--- config.mk ---
export PLATFORM = sky130hd
export DESIGN_NAME = pgl_divider
export DESIGN_NICKNAME = d
export VERILOG_FILES = /design/src/pgl_divider.sv
export SDC_FILE = /design/constraint.sdc
export NUM_CORES = 1
export LEC_CHECK = 0
export BUFFER_PORTS_ARGS = -buffer_cell sky130_fd_sc_hd__buf_2
export CORE_MARGIN = 2
export CORE_UTILIZATION = 25
export CTS_CLUSTER_DIAMETER = 40
export DETAILED_ROUTE_END_ITERATION = 6
export PLACE_DENSITY_LB_ADDON = 0.2
export SLEW_MARGIN = 25
export SYNTH_ARGS = -nofsm -noshare
export SYNTH_HDL_FRONTEND = slang
export SYNTH_SLANG_ARGS = --single-unit
--- constraint.sdc ---
create_clock -name clk_i -period 6.65 [get_ports clk_i]
set_input_delay 0.3325 -clock clk_i [delete_from_list [all_inputs] [get_ports clk_i]]
set_output_delay 0.3325 -clock clk_i [all_outputs]
set_load 0.02 [all_outputs]
--- src/pgl_divider.sv ---
// unsigned restoring divider, one quotient bit per cycle
`timescale 1ns / 1ps
module pgl_divider #(
  parameter int Bits = 32
) (
  input  logic            clk_i,
  input  logic            rst_ni,
  input  logic            start_i,
  input  logic [Bits-1:0] num_i,
  input  logic [Bits-1:0] den_i,
  output logic            busy_o,
  output logic            done_o,
  output logic [Bits-1:0] quot_o,
  output logic [Bits-1:0] rem_o
);

  localparam int CntW = $clog2(Bits + 1);

  logic [Bits-1:0] rem_q, rem_d, quot_q, quot_d, den_q, den_d;
  logic [CntW-1:0] cnt_q, cnt_d;
  logic            busy_q, busy_d;
  logic [Bits:0]   trial;

  assign trial  = {rem_q, quot_q[Bits-1]} - {1'b0, den_q};
  assign done_o = busy_q && (cnt_q == CntW'(1));
  assign quot_o = quot_d;
  assign rem_o  = rem_d;
  assign busy_o = busy_q;

  always_comb begin
    rem_d  = rem_q;
    quot_d = quot_q;
    den_d  = den_q;
    cnt_d  = cnt_q;
    busy_d = busy_q;
    if (start_i) begin
      rem_d  = '0;
      quot_d = num_i;
      den_d  = den_i;
      cnt_d  = CntW'(Bits);
      busy_d = 1'b1;
    end else if (busy_q) begin
      if (!trial[Bits]) begin
        rem_d = trial[Bits-1:0];
      end else begin
        rem_d = {rem_q[Bits-2:0], quot_q[Bits-1]};
      end
      quot_d = {quot_q[Bits-2:0], ~trial[Bits]};
      cnt_d  = cnt_q - CntW'(1);
      if (cnt_q == CntW'(1)) begin
        busy_d = 1'b0;
      end
    end
  end

  always_ff @(posedge clk_i or negedge rst_ni) begin
    if (!rst_ni) begin
      busy_q <= 1'b0;
      cnt_q  <= '0;
    end else begin
      busy_q <= busy_d;
      cnt_q  <= cnt_d;
    end
  end

  always_ff @(posedge clk_i) begin
    rem_q  <= rem_d;
    quot_q <= quot_d;
    den_q  <= den_d;
  end

endmodule

==> metrics.txt <==
outcome=finished clean; Seq/Total Area, Yosys=0.3984; antenna violations before repair=1; mux contribution to synthesized area=0.05114; Worst-path clk slew=0.10 ns; number of synthesized register bits=103; Row Count=57; synth cell count leaders=nand2_1 (104), dfxtp_1 (64), nor2_1 (53), o21ai_0 (52), inv_1 (45); Setup crit start kind=flip-flop; Reg-to-Reg End=rem_q[27]; layout cell share with drive strength beyond 1=0.2122; Nets=903; Mapped Nets=792; placed insts=1113; distinct cell type count after synthesis=70; Non-Filler Instances=1130; largest net degree at the start of global routing=78; Clock Skew=0.01933 ns; Critical Path AT=4.34 ns; Placed Area=6952 um2; Worst Path Max Fanout=17; P_sw=1.087 mW; ANT nets after route=0; CTS tree=yes; Die Wd=159.8 um; ANT cells=0; Final setup viols=0; HPWL Detailed=12200 um; Via Count=5156; hold slack final=0.1372 ns; Synth Area in Adders=0.07342; total power=2.562 mW; crit path launch=quot_q[31]; xor/xnor share of the synthesized area=0.03898; fin crit share=0.7029; post-cts resize count=0; initial core utilization=0.2517; worst path cell trace=inv_1 -> ha_1 -> fa_1 -> nand2b_1 -> a21oi_1 -> o2111ai_1 -> a21boi_1 -> o211ai_2 -> and3_1 -> nor2_2 -> buf_4 -> a21oi_1 -> a211oi_1 -> buf_2; compound-cell area share of the yosys netlist=0.2165; RSZ-0062 raised after global routing=false; R2R cell count=13; fin util=0.3023; YS warnings=0; Leak Pwr=3.493 nW; Flop pwr share=0.336; final WL=16640 um; CTS max path bufs=2; CTS Sinks=103; IO Pins=133; Post-Syn Area=6067 um2; Max Freq=213.9 MHz; routed length per instance=14.73 um; Post-synth EDFFs=32; min-delay worst type=in2reg; first-pass GRT wire length=27610 um; Mapped Cells=690; Synth top area share=0.2112; Synth-to-Final Area Change=20.13%; cell area after layout=7288 um2; core area=24110 um2; Area contributors post-synth=dfxtp_1 (21%), edfxtp_1 (16%), ha_1 (7.0%), nand2_1 (6.4%), mux2i_1 (5.1%); grt total ovfl=0; Post-synth ARST share=0.06796; min cycle time layout=4.674 ns; drt first pass iters=4; crit path capture type=output pin; post-place setup slack=2.323 ns; Net Sw Frac=0.4242; Setup CP Type=reg2out; Clk pwr share=0.228; Avg Inst Size Synth=8.793 um2; predominant post-synthesis flop cell=dfxtp_1; die height=159.8 um; Total Routing Usage GR=0.1328; simple-gate share of the synthesized area=0.1571; # DRC=0; reg2reg setup slack=2.78 ns; clock root cell=clkbuf_16; Initial DRC Count=217; Yosys top cell by area=dfxtp_1; CTS Buf Count=9; number of cells on the critical path=14; CP max stage delay=0.52 ns; final worst slack=1.976 ns; combinational power share=0.435; Peak VDD IR=126.0 uV; Port-buffer cells=132; FF-to-FF Start=quot_q[31]; Largest delay share family, worst path=compound AO/OA/AOI/OAI gates; Buf/Inv on CP=3; Die Area=25530 um2; max-slew violation total from the final report=0; Clock Latency Late Sink=0.37 ns; number of global-route vias before repair=5197; Pint=1.475 mW; cell with the most instances after synthesis=nand2_1; CP Capture Point=rem_o[27]; vias per std cell=4.563; max_slew headroom=0.4644; H-tree depth=3; pwr/cell area=351.5 nW/um2; Worst-Margin Slew=0.8035 ns; post-route setup TNS=0 ns; Critical Path RT=6.32 ns; most numerous cell on the critical path=a21oi_1; Max Cap Viol=0; Routability Congestion=0.7828; CP max-delay cell=nor2_2; final hold vios=0; largest family of logic cells by synthesized area=compound AO/OA/AOI/OAI gates
[registers in the layout (all words and copies together) (netlist names)]
name,cells
rem_q,32
quot_q,32
cnt_q,6
busy_o,1
den_q,32
[cell usage in the layout (no fill, tap or decap), types with 6 or more instances in the layout]
master | Yosys | routed
buf_2 | 3 | 131
nand2_1 | 104 | 104
dfxtp_1 | 64 | 64
nor2_1 | 53 | 53
o21ai_0 | 52 | 52
inv_1 | 45 | 45
a21oi_1 | 44 | 44
ha_1 | 34 | 34
edfxtp_1 | 32 | 32
mux2i_1 | 31 | 31
nand3_1 | 16 | 16
a21o_1 | 15 | 15
a311oi_1 | 15 | 15
xnor2_1 | 15 | 15
a211oi_1 | 12 | 12
xor2_1 | 12 | 12
nor3_1 | 9 | 9
clkbuf_16 | 0 | 9
o211ai_1 | 7 | 7
o21bai_1 | 7 | 7
dfrtp_1 | 7 | 6
[logic make-up after synthesis]
| group | Yosys count |
|---|---|
| xor gates and xnor gates | 27 |
| AOI/OAI and AO/OA | 193 |
| DFF | 103 |
| muxes | 31 |
| adders and majority gates | 35 |
| and+or+nand+nor | 218 |
| buffers and inverters | 83 |
[timing repair]
action                    4_1_cts  5_1_grt
buffers inserted                0        0
hold buffers                    1        0
hold endpoints to repair        7        0
[metal layers]
layer | GRT usage | up-vias | share of wire
met5 | 0 | - | 0
met2 | 0.2080 | 104 | 0.43
met4 | 0.03112 | 0 | 0.010
met1 | 0.1828 | 2357 | 0.50
li1 | - | 2683 | -
met3 | 0.03532 | 12 | 0.053
[power by group through the flow]
stage | clock network [mW] | registers, mW | logic [mW]
finish | 0.585 | 0.862 | 1.12
global route | 0.635 | 0.877 | 1.26
CTS | 0.613 | 0.862 | 1.13
detailed placement | 0 | 0.875 | 1.12
global placement | 0 | 0.877 | 1.13
floorplan | 0 | 0.842 | 0.861
[area by class of cell]
type | instances | area [um2]
fillers | 2717 | 16820
repair buffers | 137 | 703.2
clock inverters | 7 | 101.3
well taps | 324 | 405.4
flip-flops and latches | 103 | 2421
inverters | 46 | 172.7
clock buffers | 9 | 225.2
multi-input cells | 504 | 3259
[worst min-delay path by stage]
stage	cells after the start	slack [ns]	endpoint	start
3_5_place_dp	1	0.19	cnt_q[4]	rst_ni
5_1_grt	1	0.12	den_q[6]	den_i[6]
2_1_floorplan	0	0.04	busy_o	rst_ni
6_report	1	0.14	den_q[6]	den_i[6]
3_3_place_gp	1	0.18	cnt_q[5]	rst_ni
4_1_cts	1	0.12	den_q[17]	den_i[17]
Power figures use the tool's default switching activity.
